**src/rtl/grouped_token_bucket_limiter_assert.svh**
```systemverilog
// Assertion macros for the grouped token bucket limiter.
`ifndef GROUPED_TOKEN_BUCKET_LIMITER_ASSERT_SVH
`define GROUPED_TOKEN_BUCKET_LIMITER_ASSERT_SVH
`ifndef SYNTHESIS
// Same-cycle implication: when a holds, c holds.
`define GTB_ASSERT_IMPLY(lbl, clk, rst, a, c) \
  lbl: assert property (@(posedge clk) disable iff (rst) (a) |-> (c)) \
    else $error("gtb: same-cycle check failed");
// Next-cycle implication: when a holds, c holds in the next cycle.
`define GTB_ASSERT_NEXT(lbl, clk, rst, a, c) \
  lbl: assert property (@(posedge clk) disable iff (rst) (a) |=> (c)) \
    else $error("gtb: next-cycle check failed");
`else
`define GTB_ASSERT_IMPLY(lbl, clk, rst, a, c)
`define GTB_ASSERT_NEXT(lbl, clk, rst, a, c)
`endif
`endif

```
**src/rtl/gtb_pkg.sv**
```systemverilog
// Shared types and constants for the grouped token bucket limiter.
package gtb_pkg;

  localparam int NUM_GROUPS = 4;
  localparam int MAX_GROUPS = 4;
  localparam int GIDX_W     = $clog2(MAX_GROUPS);
  localparam int GRP_W      = 3;
  localparam int TOK_W      = 32;
  localparam int TOK_EXT_W  = TOK_W + 1;
  localparam int TIME_W     = 64;
  localparam int HALF_W     = 32;
  localparam int PROD_W     = TIME_W + TOK_W;

  // Division by one billion through a reciprocal scaled by 2^RECIP_SHIFT.
  localparam int NS_W        = 30;
  localparam int RECIP_SHIFT = 62;
  localparam int P_W         = RECIP_SHIFT;
  localparam int RECIP_W     = 33;
  localparam int A_W         = HALF_W + RECIP_W;
  localparam int B_W         = (P_W - HALF_W) + RECIP_W;
  localparam int S_W         = B_W + HALF_W;
  localparam logic [NS_W-1:0]    NS_PER_SEC = NS_W'(1000000000);
  localparam logic [RECIP_W-1:0] RECIP      = RECIP_W'(64'd4611686018);

  localparam int PIPE_DEPTH = 9;

  // Configuration register map.
  localparam int CFG_IDX_W = 4;
  localparam logic [CFG_IDX_W-1:0] REG_RATE_BASE   = CFG_IDX_W'(0);
  localparam logic [CFG_IDX_W-1:0] REG_BUCKET_BASE = CFG_IDX_W'(MAX_GROUPS);
  localparam logic [CFG_IDX_W-1:0] REG_END         = CFG_IDX_W'(2 * MAX_GROUPS);

  typedef struct packed {
    logic [TOK_W-1:0]  tokens;
    logic [TIME_W-1:0] last;
  } state_word_t;

  typedef struct packed {
    logic              en;
    logic [GIDX_W-1:0] idx;
    state_word_t       word;
  } wb_t;

  typedef struct packed {
    logic              lim;
    logic [GIDX_W-1:0] idx;
    logic [TOK_W-1:0]  bytes;
    logic [TIME_W-1:0] now;
    logic [TOK_W-1:0]  rate;
    logic [TOK_W-1:0]  bucket;
  } req_t;

  typedef struct packed {
    logic              lim;
    logic [GIDX_W-1:0] idx;
    logic [TOK_W-1:0]  bytes;
    logic [TIME_W-1:0] now;
    logic [TOK_W-1:0]  bucket;
    logic [TOK_W-1:0]  tok_old;
  } item_t;

  typedef struct packed {
    logic                  in_free;
    logic                  empty;
    logic [MAX_GROUPS-1:0] busy;
  } pipe_status_t;

endpackage

```
**src/rtl/gtb_state_ram.sv**
```systemverilog
// Per-group token and timestamp memory with a registered read, entries read as zero until written.
module gtb_state_ram import gtb_pkg::*; (
  input  logic              clk,
  input  logic              rst,
  input  logic              rd_en,
  input  logic [GIDX_W-1:0] rd_idx,
  output state_word_t       rd_word,
  input  wb_t               wb
);

  state_word_t           mem [MAX_GROUPS];
  state_word_t           rdata;
  logic [MAX_GROUPS-1:0] written;
  logic                  rvalid;

  always_ff @(posedge clk) begin
    if (wb.en) begin
      mem[wb.idx] <= wb.word;
    end
    if (rd_en) begin
      rdata <= mem[rd_idx];
    end
  end

  always_ff @(posedge clk) begin
    if (rst) begin
      written <= '0;
      rvalid  <= 1'b0;
    end else begin
      if (wb.en) begin
        written[wb.idx] <= 1'b1;
      end
      if (rd_en) begin
        rvalid <= written[rd_idx];
      end
    end
  end

  assign rd_word = rvalid ? rdata : '0;

endmodule

```
**config.mk**
```make
export PLATFORM = sky130hd
export DESIGN_NAME = gtb_state_ram
export DESIGN_NICKNAME = d
export VERILOG_FILES = /design/src/rtl/grouped_token_bucket_limiter_assert.svh /design/src/rtl/gtb_pkg.sv /design/src/rtl/gtb_state_ram.sv
export SDC_FILE = /design/constraint.sdc
export NUM_CORES = 1
export LEC_CHECK = 0
export BUFFER_PORTS_ARGS = -buffer_cell sky130_fd_sc_hd__buf_2
export CAP_MARGIN = 10
export CORE_ASPECT_RATIO = 1.4
export CORE_MARGIN = 2
export CORE_UTILIZATION = 62
export CTS_CLUSTER_SIZE = 25
export DETAILED_ROUTE_END_ITERATION = 7
export PLACE_DENSITY_LB_ADDON = 0.25
export SETUP_SLACK_MARGIN = 0.4
export SKIP_CTS_REPAIR_TIMING = 1
export SLEW_MARGIN = 40
export SYNTH_ARGS = -nofsm -noshare
export SYNTH_HDL_FRONTEND = slang
export SYNTH_SLANG_ARGS = --single-unit
```
**constraint.sdc**
```tcl
create_clock -name clk -period 17.88 [get_ports clk]
set_input_delay 0 -clock clk [delete_from_list [all_inputs] [get_ports clk]]
set_output_delay 0 -clock clk [all_outputs]
set_load 0.01 [all_outputs]
```
==> metrics.csv <==
stage,metric,value,unit
worst_setup_path,Worst setup startpoint,wb[98],
detailed_routing,Routed met1 length,12800,µm
floorplanning,die footprint,29700,µm²
pwr,VDD IR-drop max,110,µV
global_route,vias in the first global route,8257,
worst_setup_path,CP Data Arrival Time,2240,ps
finish,share of cells above drive strength 1,0.347,
worst_setup_path,Critical Path RT,18050,ps
floorplanning,Rows,72,
synth,post-synth top area share,0.820,
synth,Mapped Cells,726,
synth,"top cells by area, synth","edfxtp_1 82%, mux4_2 12%, and2_1 3.4%",
pwr,combinational share of power,0.052,
timing,Final min period,2060,ps
detailed_routing,Routed WL per cell,22.4,µm
detailed_routing,1st-pass router iterations,5,
worst_setup_path,Critical-path top delay cell,buf_4,
synth,"area leader, netlist",edfxtp_1,
place,Post-DP HPWL,17400,µm
timing,RSZ-0062 raised after global routing,no,
detailed_routing,# DRC,0,
pwr,Clock power frac,0.393,
clocking,Num CTS Buffers,43,
detailed_routing,total wire length,32600,µm
pwr,switching share of power,0.194,
worst_setup_path,crit-path max cell delay,750,ps
floorplanning,die width,146,µm
timing,fmax,485,MHz
clocking,clk sinks,485,
clocking,maximum clock path buffer count,3,
worst_setup_path,CP max FO,51,
worst_setup_path,CP Class,in2reg,
pwr,Reg power frac,0.555,
synth,synthesized cell area,17600,µm²
worst_setup_path,RR Startpoint,rvalid,
timing,Worst-Margin Slew,848,ps
detailed_routing,Via Count,8255,
worst_setup_path,crit path capture type,flop,
worst_setup_path,Most common cell on crit path,buf_4,
run,Max-Cap Viols,0,
timing,Final Hold Fails,0,
global_route,initial antenna violation count,2,
finish,Post-Layout Cell Count,1458,
synth,ys async rst share,0,
pwr,internal power,1940,µW
worst_setup_path,CP Cell Sequence,"dlygate4sd3_1, buf_2, nor3b_2, buf_4, buf_4",
synth,Synth top cells by count,"480 x edfxtp_1, 96 x and2_1, 96 x mux4_2, 15 x clkbuf_1, 12 x buf_2",
pwr,Pleak,0.00761,µW
pwr,Net Sw Power,467,µW
run_status,status,completed,
synth,Synth Register Bits,485,
synth,syn_nets,830,
pwr,pwr dens,112,nW/µm²
place,pre-CTS WS,15630,ps
timing,setup ws final,15820,ps
timing,clk_skew,11.7,ps
floorplanning,Initial Util,0.634,
synth,number of flops mapped to enable cells by yosys,480,
worst_hold_path,Hold WC Path Type,in2reg,
floorplanning,Top Ports,200,
timing,Slew headroom,0.434,
detailed_routing,DR top layer,met4,
synth,Ys Warns,0,
worst_setup_path,Startpoint Class,input port,
finish,Layout Nets,1155,
synth,Main synth FF type,edfxtp_1,
place,placed insts,1274,
detailed_routing,met2 wire len,17400,µm
detailed_routing,DR vias/cell,5.66,
finish,area delta synth->final,22.4,%
global_route,grt ovf,0,
synth,"Avg Cell Area, Syn",24.2,µm²
place,number of port buffers,199,
synth,post-synth cell types,21,
timing,fin crit share,0.115,
synth,"count leader, synth",edfxtp_1,
finish,fillers,1473,
synth,sequential area share after synthesis,0.826,
worst_hold_path,Hold Crit Start,rd_idx[1],
floorplanning,DIE HEIGHT,203,µm
global_route,pin count of the biggest net entering global routing,98,
clocking,"Clk Latency, worst-skew pair",540,ps
detailed_routing,1st-iter DRT viols,648,
detailed_routing,routed wl met3,1710,µm
clocking,CTS tree,done,
timing,final slew viol count,0,
global_route,first-pass GRT wire length,47900,µm
clocking,H-tree levels,2,
clocking,clk root buf,clkbuf_16,
place,Final GP Congestion,0.709,
timing,setup TNS,0,ps
clocking,clock slew at reported path FFs,60,ps
detailed_routing,remaining antenna violation count after routing,0,
floorplanning,CORE AREA,27700,µm²
global_route,Total GRT Usage,0.216,
timing,final setup fails,0,
state kept, by name, summed over array words and instances, names as in the netlist:
signal and flops:
mem 384, rdata 96, written 4, rvalid 1
cells in the final DEF, fill, tap and decap left out:
cell,Yosys,layout
a21oi_1,1,1
a31oi_1,1,1
and2_1,96,96
and3_4,0,1
and3b_4,0,1
buf_12,1,3
buf_2,12,196
buf_4,1,8
buf_6,3,3
buf_8,0,1
bufinv_16,0,7
clkbuf_1,15,11
clkbuf_16,0,44
clkinv_1,0,8
clkinv_2,0,6
clkinv_8,0,2
dfxtp_1,5,4
dfxtp_2,0,1
diode_2,0,2
dlygate4sd3_1,0,101
edfxtp_1,480,480
inv_1,2,1
inv_4,0,1
inv_6,0,2
mux2i_1,2,2
mux4_2,96,96
nand3b_1,2,2
nor2_1,1,1
nor3b_2,0,1
o21ba_2,2,2
o221ai_1,1,1
or3b_2,2,2
worst paths after layout:
path / to / slack [ps] / depth (start not counted)
max: mem[0][67] / 15820 / 5
min reg2reg: written[2] / 490 / 1
max reg2reg: rvalid / 16350 / 3
min: rdata[54] / 50 / 2
per-stage QoR:
step | util | hold slack, ps | instance area [µm²] | power [µW]
after floorplan | - | 69.1 | 17600 | 1420
after global placement | 0.683 | 210 | 19000 | 1460
after detailed placement | 0.685 | 214 | 19000 | 1470
after CTS | 0.738 | -355 | 20500 | 2410
after global routing | 0.775 | 37.6 | 21500 | 2480
final | 0.775 | 47.0 | 21500 | 2410
critical path, delay by kind of cell:
family / cells / cell delay, ps
simple gates: 1 / 160
buf+inv: 4 / 1990
per-layer routing:
metal,GRT usage,up-vias
li1,-,3648
met1,0.279,4311
met2,0.376,248
met3,0.0434,48
met4,0.0704,0
met5,0,-
kinds of logic (layout without fill, tap and decap cells):
kind of cell	after synthesis	count (layout)	share of synthesized area
muxes	98	98	0.124
DFF	485	485	0.826
other	0	2	0
and+or+nand+nor	104	104	0.0375
buffers and inverters	34	394	0.0105
AOI/OAI and AO/OA	5	5	0.00228
layout make-up:
| cell class | count | area (µm²) | area share |
|---|---|---|---|
| tap | 370 | 463 | 0.0215 |
| timing repair buffer | 312 | 2160 | 0.100 |
| clock inverter | 25 | 320 | 0.0149 |
| antenna | 2 | 5.00 | 0.000233 |
| clock buffer | 55 | 1140 | 0.0531 |
| inverter | 2 | 10.0 | 0.000465 |
| multi-input combinational | 207 | 2900 | 0.135 |
| sequential | 485 | 14500 | 0.675 |
power groups by stage:
stage	registers (µW)	logic (µW)	clock network (µW)
after floorplan	1360	62.1	0
after global placement	1360	104	0
after detailed placement	1360	108	0
after CTS	1340	109	962
after global routing	1340	135	1010
final	1340	125	947
(Power assumes the default switching activity.)
