--- src/rtl/grouped_token_bucket_limiter_assert.svh ---
// Assertion macros for the grouped token bucket limiter.
`ifndef GROUPED_TOKEN_BUCKET_LIMITER_ASSERT_SVH
`define GROUPED_TOKEN_BUCKET_LIMITER_ASSERT_SVH
`ifndef SYNTHESIS
// Same-cycle implication: when a holds, c holds.
`define GTB_ASSERT_IMPLY(lbl, clk, rst, a, c) \
  lbl: assert property (@(posedge clk) disable iff (rst) (a) |-> (c)) \
    else $error("gtb: same-cycle check failed");
// Next-cycle implication: when a holds, c holds in the next cycle.
`define GTB_ASSERT_NEXT(lbl, clk, rst, a, c) \
  lbl: assert property (@(posedge clk) disable iff (rst) (a) |=> (c)) \
    else $error("gtb: next-cycle check failed");
`else
`define GTB_ASSERT_IMPLY(lbl, clk, rst, a, c)
`define GTB_ASSERT_NEXT(lbl, clk, rst, a, c)
`endif
`endif

--- src/rtl/gtb_pkg.sv ---
// Shared types and constants for the grouped token bucket limiter.
package gtb_pkg;

  localparam int NUM_GROUPS = 4;
  localparam int MAX_GROUPS = 4;
  localparam int GIDX_W     = $clog2(MAX_GROUPS);
  localparam int GRP_W      = 3;
  localparam int TOK_W      = 32;
  localparam int TOK_EXT_W  = TOK_W + 1;
  localparam int TIME_W     = 64;
  localparam int HALF_W     = 32;
  localparam int PROD_W     = TIME_W + TOK_W;

  // Division by one billion through a reciprocal scaled by 2^RECIP_SHIFT.
  localparam int NS_W        = 30;
  localparam int RECIP_SHIFT = 62;
  localparam int P_W         = RECIP_SHIFT;
  localparam int RECIP_W     = 33;
  localparam int A_W         = HALF_W + RECIP_W;
  localparam int B_W         = (P_W - HALF_W) + RECIP_W;
  localparam int S_W         = B_W + HALF_W;
  localparam logic [NS_W-1:0]    NS_PER_SEC = NS_W'(1000000000);
  localparam logic [RECIP_W-1:0] RECIP      = RECIP_W'(64'd4611686018);

  localparam int PIPE_DEPTH = 9;

  // Configuration register map.
  localparam int CFG_IDX_W = 4;
  localparam logic [CFG_IDX_W-1:0] REG_RATE_BASE   = CFG_IDX_W'(0);
  localparam logic [CFG_IDX_W-1:0] REG_BUCKET_BASE = CFG_IDX_W'(MAX_GROUPS);
  localparam logic [CFG_IDX_W-1:0] REG_END         = CFG_IDX_W'(2 * MAX_GROUPS);

  typedef struct packed {
    logic [TOK_W-1:0]  tokens;
    logic [TIME_W-1:0] last;
  } state_word_t;

  typedef struct packed {
    logic              en;
    logic [GIDX_W-1:0] idx;
    state_word_t       word;
  } wb_t;

  typedef struct packed {
    logic              lim;
    logic [GIDX_W-1:0] idx;
    logic [TOK_W-1:0]  bytes;
    logic [TIME_W-1:0] now;
    logic [TOK_W-1:0]  rate;
    logic [TOK_W-1:0]  bucket;
  } req_t;

  typedef struct packed {
    logic              lim;
    logic [GIDX_W-1:0] idx;
    logic [TOK_W-1:0]  bytes;
    logic [TIME_W-1:0] now;
    logic [TOK_W-1:0]  bucket;
    logic [TOK_W-1:0]  tok_old;
  } item_t;

  typedef struct packed {
    logic                  in_free;
    logic                  empty;
    logic [MAX_GROUPS-1:0] busy;
  } pipe_status_t;

endpackage

--- src/rtl/gtb_ifs.sv ---


interface gtb_cfg_if import gtb_pkg::*; ();
  logic                 valid;
  logic                 ready;
  logic [CFG_IDX_W-1:0] index;
  logic [TOK_W-1:0]     data;
  modport source (output valid, index, data, input ready);
  modport sink (input valid, index, data, output ready);
endinterface

--- src/rtl/gtb_cfg_regs.sv ---
// Rate and bucket configuration registers with a per-group lookup.
module gtb_cfg_regs import gtb_pkg::*; (
  input  logic              clk,
  input  logic              rst,
  gtb_cfg_if.sink           cfg,
  input  logic [GIDX_W-1:0] idx,
  output logic [TOK_W-1:0]  rate,
  output logic [TOK_W-1:0]  bucket
);

  logic [TOK_W-1:0] rate_reg   [MAX_GROUPS];
  logic [TOK_W-1:0] bucket_reg [MAX_GROUPS];

  assign cfg.ready = 1'b1;

  // Ignore writes beyond the register map.
  always_ff @(posedge clk) begin
    if (rst) begin
      for (int g = 0; g < MAX_GROUPS; g++) begin
        rate_reg[g]   <= '0;
        bucket_reg[g] <= '0;
      end
    end else if (cfg.valid) begin
      if (cfg.index < REG_BUCKET_BASE) begin
        rate_reg[GIDX_W'(cfg.index - REG_RATE_BASE)] <= cfg.data;
      end else if (cfg.index < REG_END) begin
        bucket_reg[GIDX_W'(cfg.index - REG_BUCKET_BASE)] <= cfg.data;
      end
    end
  end

  assign rate   = rate_reg[idx];
  assign bucket = bucket_reg[idx];

endmodule

--- src/flat_wrapper.sv ---
// flat-port wrapper written by rule: the top's interface ports become plain ports
module gtb_cfg_regs_flat import gtb_pkg::*;
  (clk, rst, idx, rate, bucket, cfg_valid, cfg_index, cfg_data, cfg_ready);
  gtb_cfg_if cfg_i ();
  input  logic clk;
  input  logic rst;
  input  logic [GIDX_W-1:0] idx;
  output logic [TOK_W-1:0] rate;
  output logic [TOK_W-1:0] bucket;
  input wire logic [$bits(cfg_i.valid)-1:0] cfg_valid;
  input wire logic [$bits(cfg_i.index)-1:0] cfg_index;
  input wire logic [$bits(cfg_i.data)-1:0] cfg_data;
  output wire logic [$bits(cfg_i.ready)-1:0] cfg_ready;
  assign cfg_i.valid = cfg_valid;
  assign cfg_i.index = cfg_index;
  assign cfg_i.data = cfg_data;
  assign cfg_ready = cfg_i.ready;
  gtb_cfg_regs u_core (.clk(clk), .rst(rst), .cfg(cfg_i), .idx(idx), .rate(rate), .bucket(bucket));
endmodule
--- config.mk ---
export PLATFORM = sky130hd
export DESIGN_NAME = gtb_cfg_regs_flat
export DESIGN_NICKNAME = d
export VERILOG_FILES = /design/src/rtl/grouped_token_bucket_limiter_assert.svh /design/src/rtl/gtb_pkg.sv /design/src/rtl/gtb_ifs.sv /design/src/rtl/gtb_cfg_regs.sv /design/src/flat_wrapper.sv
export SDC_FILE = /design/constraint.sdc
export NUM_CORES = 1
export LEC_CHECK = 0
export BUFFER_PORTS_ARGS = -buffer_cell sky130_fd_sc_hd__buf_4
export CORE_MARGIN = 2
export CORE_UTILIZATION = 60
export CTS_BUF_LIST = sky130_fd_sc_hd__clkbuf_4 sky130_fd_sc_hd__clkbuf_8 sky130_fd_sc_hd__clkbuf_16
export DETAILED_ROUTE_END_ITERATION = 8
export PLACE_DENSITY = 0.81
export SLEW_MARGIN = 20
export SYNTH_ARGS = -nofsm -noshare
export SYNTH_HDL_FRONTEND = slang
export SYNTH_SLANG_ARGS = --single-unit
--- constraint.sdc ---
create_clock -name clk -period 7.5 [get_ports clk]
set_input_delay 0.75 -clock clk [delete_from_list [all_inputs] [get_ports clk]]
set_output_delay 0.75 -clock clk [all_outputs]
set_load 0.005 [all_outputs]
==> results_dict.tcl, run 1 <==
set metrics [dict create \
    wl_per_cell_microns 26.8 \
    fillers 1190 \
    port_buffers 104 \
    synth_top_area_share_pct 68.5 \
    via_count 6891 \
    final_hold_viol_count 0 \
    yosysMostFrequentCell "edfxtp_1" \
    core_area_sq_um 18500 \
    grt_pass1_vias 7193 \
    finalSetupViolations 0 \
    grt_max_degree 75 \
    dieArea_sq_um 19800 \
    fp.dieW_microns 141 \
    drt-vias-per-instance 6.70 \
    syn_avg_cell_area_sq_um 16.0 \
    overflow 0 \
    tns_ns 0 \
    ys_ff_latch 256 \
    async_flop_share_pct 0 \
    status "finished, final reports clean" \
    antenna_found_initial 0 \
    grt_pass1_wl_mm 41.6 \
    min_period_ns 3.50 \
    io_pins 106 \
    crit_type "input port to output port" \
    grtUsageTotal_pct 28.1 \
    wirelength_mm 27.6 \
    cts_root_buffer "clkbuf_16" \
    min-delay-start "cfg_data[27]" \
    synth_top_cell_by_area "edfxtp_1" \
    hold_ws_ns 0.544 \
    hp-class "input port to register" \
    whs_path_depth 2 \
    nNetsFinal 817 \
    hold_end "u_core.rate_reg[3][27]$_DFFE_PP_" \
    yosys_warnings 0 \
    synthFlopType "edfxtp_1" \
    critical_path.endpoint_type "output port" \
    clkTransAtPathRegs_ns 0.06 \
    tritoncts "built" \
    die_y_microns 141 \
    syn_nets 741 \
    clockBufferDepth 3 \
    antenna_left 0 \
    drive_above_1_share_pct 29.3 \
    cp.arrival_ns 2.75 \
    p_per_area_nw_per_um2 243 \
    cts_setup_buffers 0 \
    ctsHoldBuffers 0 \
    cts_sinks 256 \
    ir_worst_vdd_v 0.000173 \
    first_iter_violations 669 \
    max_slew_margin_pct 32.5 \
    fmax_ghz 0.285 \
    maxSlewViolCount 0 \
    numCtsBuffers 26 \
    routabilityCongestion 0.827 \
    worstPathMaxFanout 36 \
    leakagePower_nw 4.71 \
    period_share_pct 46.7 \
    rsz0062_at_grt "no" \
    syn2layout_area_growth_pct 15.5 \
    synth_area_leaders "edfxtp_1, mux4_2, and2_1" \
    worst_pin_slew_ns 1.01 \
    post_cts_resized 0 \
    initial_utilization_pct 60.6 \
    ys_seq_area_share_pct 68.5 \
    place_hpwl_mm 15.7 \
    dr.pass1.iters 6 \
    placementRows 50 \
    htree_levels 1 \
    synth_area_sq_um 11200 \
    syn_inst 700 \
    startpoint_type "input port" \
    post-route-drc-count 0 \
    required_ns 6.75 \
    maxCapViolCount 0 \
    synth_edf_count 256 \
    placedCellCount 982 \
    layout.cells.non_filler 1028 \
    yosysUniqueCellTypes 24 \
    antennaDiodeCount 0 \
    finalPower_w 0.00316 \
]
## worst max-delay path, cell delays in order
cell and delay [ns]:
buf_4 0.47, buf_4 0.72, mux4_2 0.62, buf_4 0.15
## layout by cell type (no fill, tap or decap)
master	count
a21o_1	2
a41o_2	2
and2_1	64
and3_1	64
and4bb_2	1
buf_4	119
clkbuf_16	27
clkbuf_4	2
clkinv_1	10
clkinv_2	7
conb_1	1
edfxtp_1	256
inv_1	34
mux4_2	64
nand2b_2	1
nand4bb_4	1
nor2_2	1
nor2b_1	1
nor2b_2	1
nor3_1	64
nor4_1	64
nor4b_2	1
nor4bb_1	1
nor4bb_4	1
o21ai_4	4
or4b_4	1
## cells by family (layout without fill, tap and decap cells)
logic type	Yosys count	in the layout	share of synthesized area, %
and+or+nand+nor	266	266	14.3
DFF	256	256	68.5
buffers and inverters	105	199	3.82
muxes	64	64	12.8
AOI/OAI and AO/OA	8	8	0.490
other	1	1	0.0334
## where the power goes
part / switching [W] / total, W / internal, W
Sequential: 0.0000281 / 0.00169 / 0.00166
Combinational: 0.000165 / 0.000299 / 0.000134
Clock: 0.000512 / 0.00117 / 0.000655
Total: 0.000706 / 0.00316 / 0.00245
## worst max path at each step
stage	from	endpoint	slack (ns)
floorplan	cfg_index[3]	u_core.bucket_reg[0][0]$_SDFFCE_PN0P_	3.31
global placement	idx[0]	rate[28]	3.91
detailed placement	idx[0]	bucket[31]	3.92
CTS	idx[0]	rate[1]	3.91
global route	idx[0]	rate[1]	3.78
finish	idx[0]	rate[1]	4.00
## metrics by stage
step | utilization, % | instance area [sq um] | setup WS [ns]
floorplan | - | 11200 | 3.31
global placement | 65.9 | 12200 | 3.91
detailed placement | 65.9 | 12200 | 3.92
CTS | 70.0 | 13000 | 3.91
global route | 70.0 | 13000 | 3.78
finish | 70.0 | 13000 | 4.00
## routing by layer
metal | track usage [%] | part of all wire [%] | up-vias | wire, microns
met5 | 0 | 0 | - | 0
li1 | - | - | 2912 | -
met3 | 3.80 | 7.9 | 49 | 2170
met2 | 47.9 | 52 | 394 | 14200
met4 | 8.74 | 2.3 | 0 | 623
met1 | 38.4 | 38 | 3536 | 10600
## final cells by class
type,instances,area (sq um),area share [%]
Tap cell,234,293,2.26
Timing Repair Buffer,119,893,6.89
Clock inverter,17,72.6,0.560
Inverter,34,128,0.984
Multi-Input combinational cell,339,3200,24.7
Clock buffer,29,691,5.33
Sequential cell,256,7690,59.3
(Power assumes the default switching activity.)
==> inputs of run 2 (changes only) <==
--- a/config.mk
+++ b/config.mk
@@ -5,12 +5,13 @@
 export SDC_FILE = /design/constraint.sdc
 export NUM_CORES = 1
 export LEC_CHECK = 0
+export ABC_AREA = 1
 export BUFFER_PORTS_ARGS = -buffer_cell sky130_fd_sc_hd__buf_4
 export CORE_MARGIN = 2
 export CORE_UTILIZATION = 60
 export CTS_BUF_LIST = sky130_fd_sc_hd__clkbuf_4 sky130_fd_sc_hd__clkbuf_8 sky130_fd_sc_hd__clkbuf_16
 export DETAILED_ROUTE_END_ITERATION = 8
-export PLACE_DENSITY = 0.81
+export PLACE_DENSITY = 0.8
 export SLEW_MARGIN = 20
 export SYNTH_ARGS = -nofsm -noshare
 export SYNTH_HDL_FRONTEND = slang
==> constraint.sdc (replaced) <==
create_clock -name clk -period 3.4 [get_ports clk]
set_input_delay 0.34 -clock clk [delete_from_list [all_inputs] [get_ports clk]]
set_output_delay 0.34 -clock clk [all_outputs]
set_load 0.005 [all_outputs]
==> run 2 against run 1 <==
- global-route usage shrank 1.1 points
- sequential power up 120%
- count of clock-buffer cells in the layout is 3 higher
- largest power group unchanged
==> results_dict.tcl, run 2 <==
set metrics [dict create \
    status "finished, final reports clean" \
    grtUsageTotal_pct 26.9 \
    core_area_sq_um 20300 \
    cpMostUsedCell "nand2_1" \
    p_per_area_nw_per_um2 500 \
    ir_worst_vdd_v 0.000469 \
    drive_above_1_share_pct 20.6 \
    antennaDiodeCount 0 \
    wl_per_cell_microns 19.4 \
    final_area_sq_um 14100 \
    slowest_stage "buf_12" \
    die_y_microns 148 \
    post-route-drc-count 0 \
    pre_cts_ws_ns 1.17 \
    routed.top_layer "met4" \
    initial_utilization_pct 61.3 \
    hp-class "input port to register" \
    wirelength_mm 28.9 \
    layout.cells.non_filler 1488 \
    antenna_left 0 \
    syn_nets 1171 \
    cts_root_buffer "clkbuf_16" \
    routabilityCongestion 0.835 \
    overflow 0 \
    placedCellCount 1448 \
    syn_avg_cell_area_sq_um 11.0 \
    required_ns 3.06 \
    maxSlewViolCount 0 \
    critical_path.endpoint_type "output port" \
    met1_length_mm 11.1 \
    hold_ws_ns 0.240 \
    worst_pin_slew_ns 0.896 \
    yosys_warnings 0 \
    startpoint_type "input port" \
    ys_ff_latch 256 \
    clkTransAtPathRegs_ns 0.06 \
    synth_commonest_cells "edfxtp_1, nand2_1, inv_1, nor2_1, o211ai_1" \
    synth_top_area_share_pct 61.8 \
    min_period_ns 2.17 \
    grt_max_degree 139 \
    place_hpwl_mm 17.9 \
    async_flop_share_pct 0 \
    synth_edf_count 256 \
    via_count 8499 \
    layout.area.seq_sq_um 7690 \
    cts_setup_buffers 0 \
    multi_input_area_sq_um 3540 \
    fillers 1408 \
    syn_inst 1130 \
    rsz0062_at_grt "no" \
    grt_pass1_vias 8332 \
    final_hold_viol_count 0 \
    maxCapViolCount 0 \
    worstPathMaxFanout 138 \
    tritoncts "built" \
    numCtsBuffers 24 \
    port_buffers 104 \
    synth_area_sq_um 12400 \
    first_iter_violations 855 \
    syn2layout_area_growth_pct 13.1 \
    fmax_ghz 0.460 \
    finalSetupViolations 0 \
    max_slew_margin_pct 40.3 \
    utilization_pct 69.3 \
    cp.arrival_ns 1.83 \
    post_cts_resized 0 \
    ctsHoldBuffers 0 \
    antenna_found_initial 0 \
    mostFrequentLayoutCell "edfxtp_1" \
    grt_pass1_wl_mm 45.1 \
    placementRows 52 \
    htree_levels 1 \
    cp_slowest_stage_delay_ns 0.46 \
    dr_wl_met2_mm 14.1 \
    io_pins 106 \
    whs_path_depth 3 \
    place_area_sq_um 13300 \
    crit_type "input port to output port" \
    timing.final.ws_setup_ns 1.23 \
    dieArea_sq_um 21900 \
    clockBufferDepth 3 \
    fp.dieW_microns 148 \
    drt-vias-per-instance 5.71 \
    cp_cell_sequence "buf_6 > buf_12 > nand2_1 > o211ai_1 > nand2_1 > buf_4" \
    cts_sinks 256 \
    dr.pass1.iters 5 \
    synthFlopType "edfxtp_1" \
    nNetsFinal 1245 \
    yosysMostFrequentCell "edfxtp_1" \
    wl_met3_mm 2.83 \
    leakagePower_nw 5.96 \
    synth_top_cell_by_area "edfxtp_1" \
    period_share_pct 63.9 \
    ys_seq_area_share_pct 61.8 \
    mostFrequentLayoutCells "edfxtp_1, nand2_1, inv_1, nor2_1, buf_4" \
    synth_area_leaders "edfxtp_1, o211ai_1, nand2_1" \
    yosysUniqueCellTypes 18 \
]
run 2: cell types whose count changed after synthesis, sizes merged, moves of 128 or more:
| cell | previous run | this run |
|---|---|---|
| inv | 34 | 197 |
| nand2 | 0 | 198 |
| nor2 | 1 | 194 |
| o211ai | 0 | 128 |
run 2: metrics by stage:
stage	setup TNS [ns]	power (W)
2_1_floorplan	-24.55	0.00422
3_3_place_gp	0	0.00453
3_5_place_dp	0	0.00455
4_1_cts	0	0.00705
5_1_grt	0	0.00725
6_report	0	0.00703
run 2: path summary, 6_finish.rpt:
kind	from	end
worst max-delay path	idx[0]	rate[15]
worst min-delay path	cfg_data[5]	u_core.bucket_reg[3][5]$_DFFE_PP_
run 2: final cells by class:
| class | instances | area share, % |
|---|---|---|
| multi-input cells | 593 | 25.2 |
| clock inverters | 8 | 0.418 |
| well taps | 270 | 2.40 |
| clock buffers | 32 | 4.82 |
| repair buffers | 132 | 7.25 |
| flip-flops and latches | 256 | 54.6 |
| inverters | 197 | 5.27 |
run 2: cells by family after synthesis:
kind of cell           Yosys count  synth area share (%)
flip-flops                     256                  61.8
other                            1                0.0301
buffers and inverters          281                  10.0
AND/OR/NAND/NOR                456                  20.1
AO/OA/AOI/OAI                  136                  8.05
run 2: power breakdown:
group	internal, W	leakage [nW]	switching, W	total, W
Combinational	0.000262	3.14	0.000511	0.000773
Sequential	0.00367	2.45	0.0000509	0.00372
Clock	0.00146	0.370	0.00108	0.00254
run 2: metal layers:
metal / global-route usage [%] / vias up
met3: 4.51 / 64
li1: - / 3938
met1: 37.0 / 4080
met5: 0 / -
met4: 10.5 / 0
met2: 43.6 / 417
run 2: worst max-delay path: cells and delay by family:
family | cells | cell delay [ns]
AND/OR/NAND/NOR | 2 | 0.27
AO/OA/AOI/OAI | 1 | 0.13
buffers and inverters | 3 | 0.95
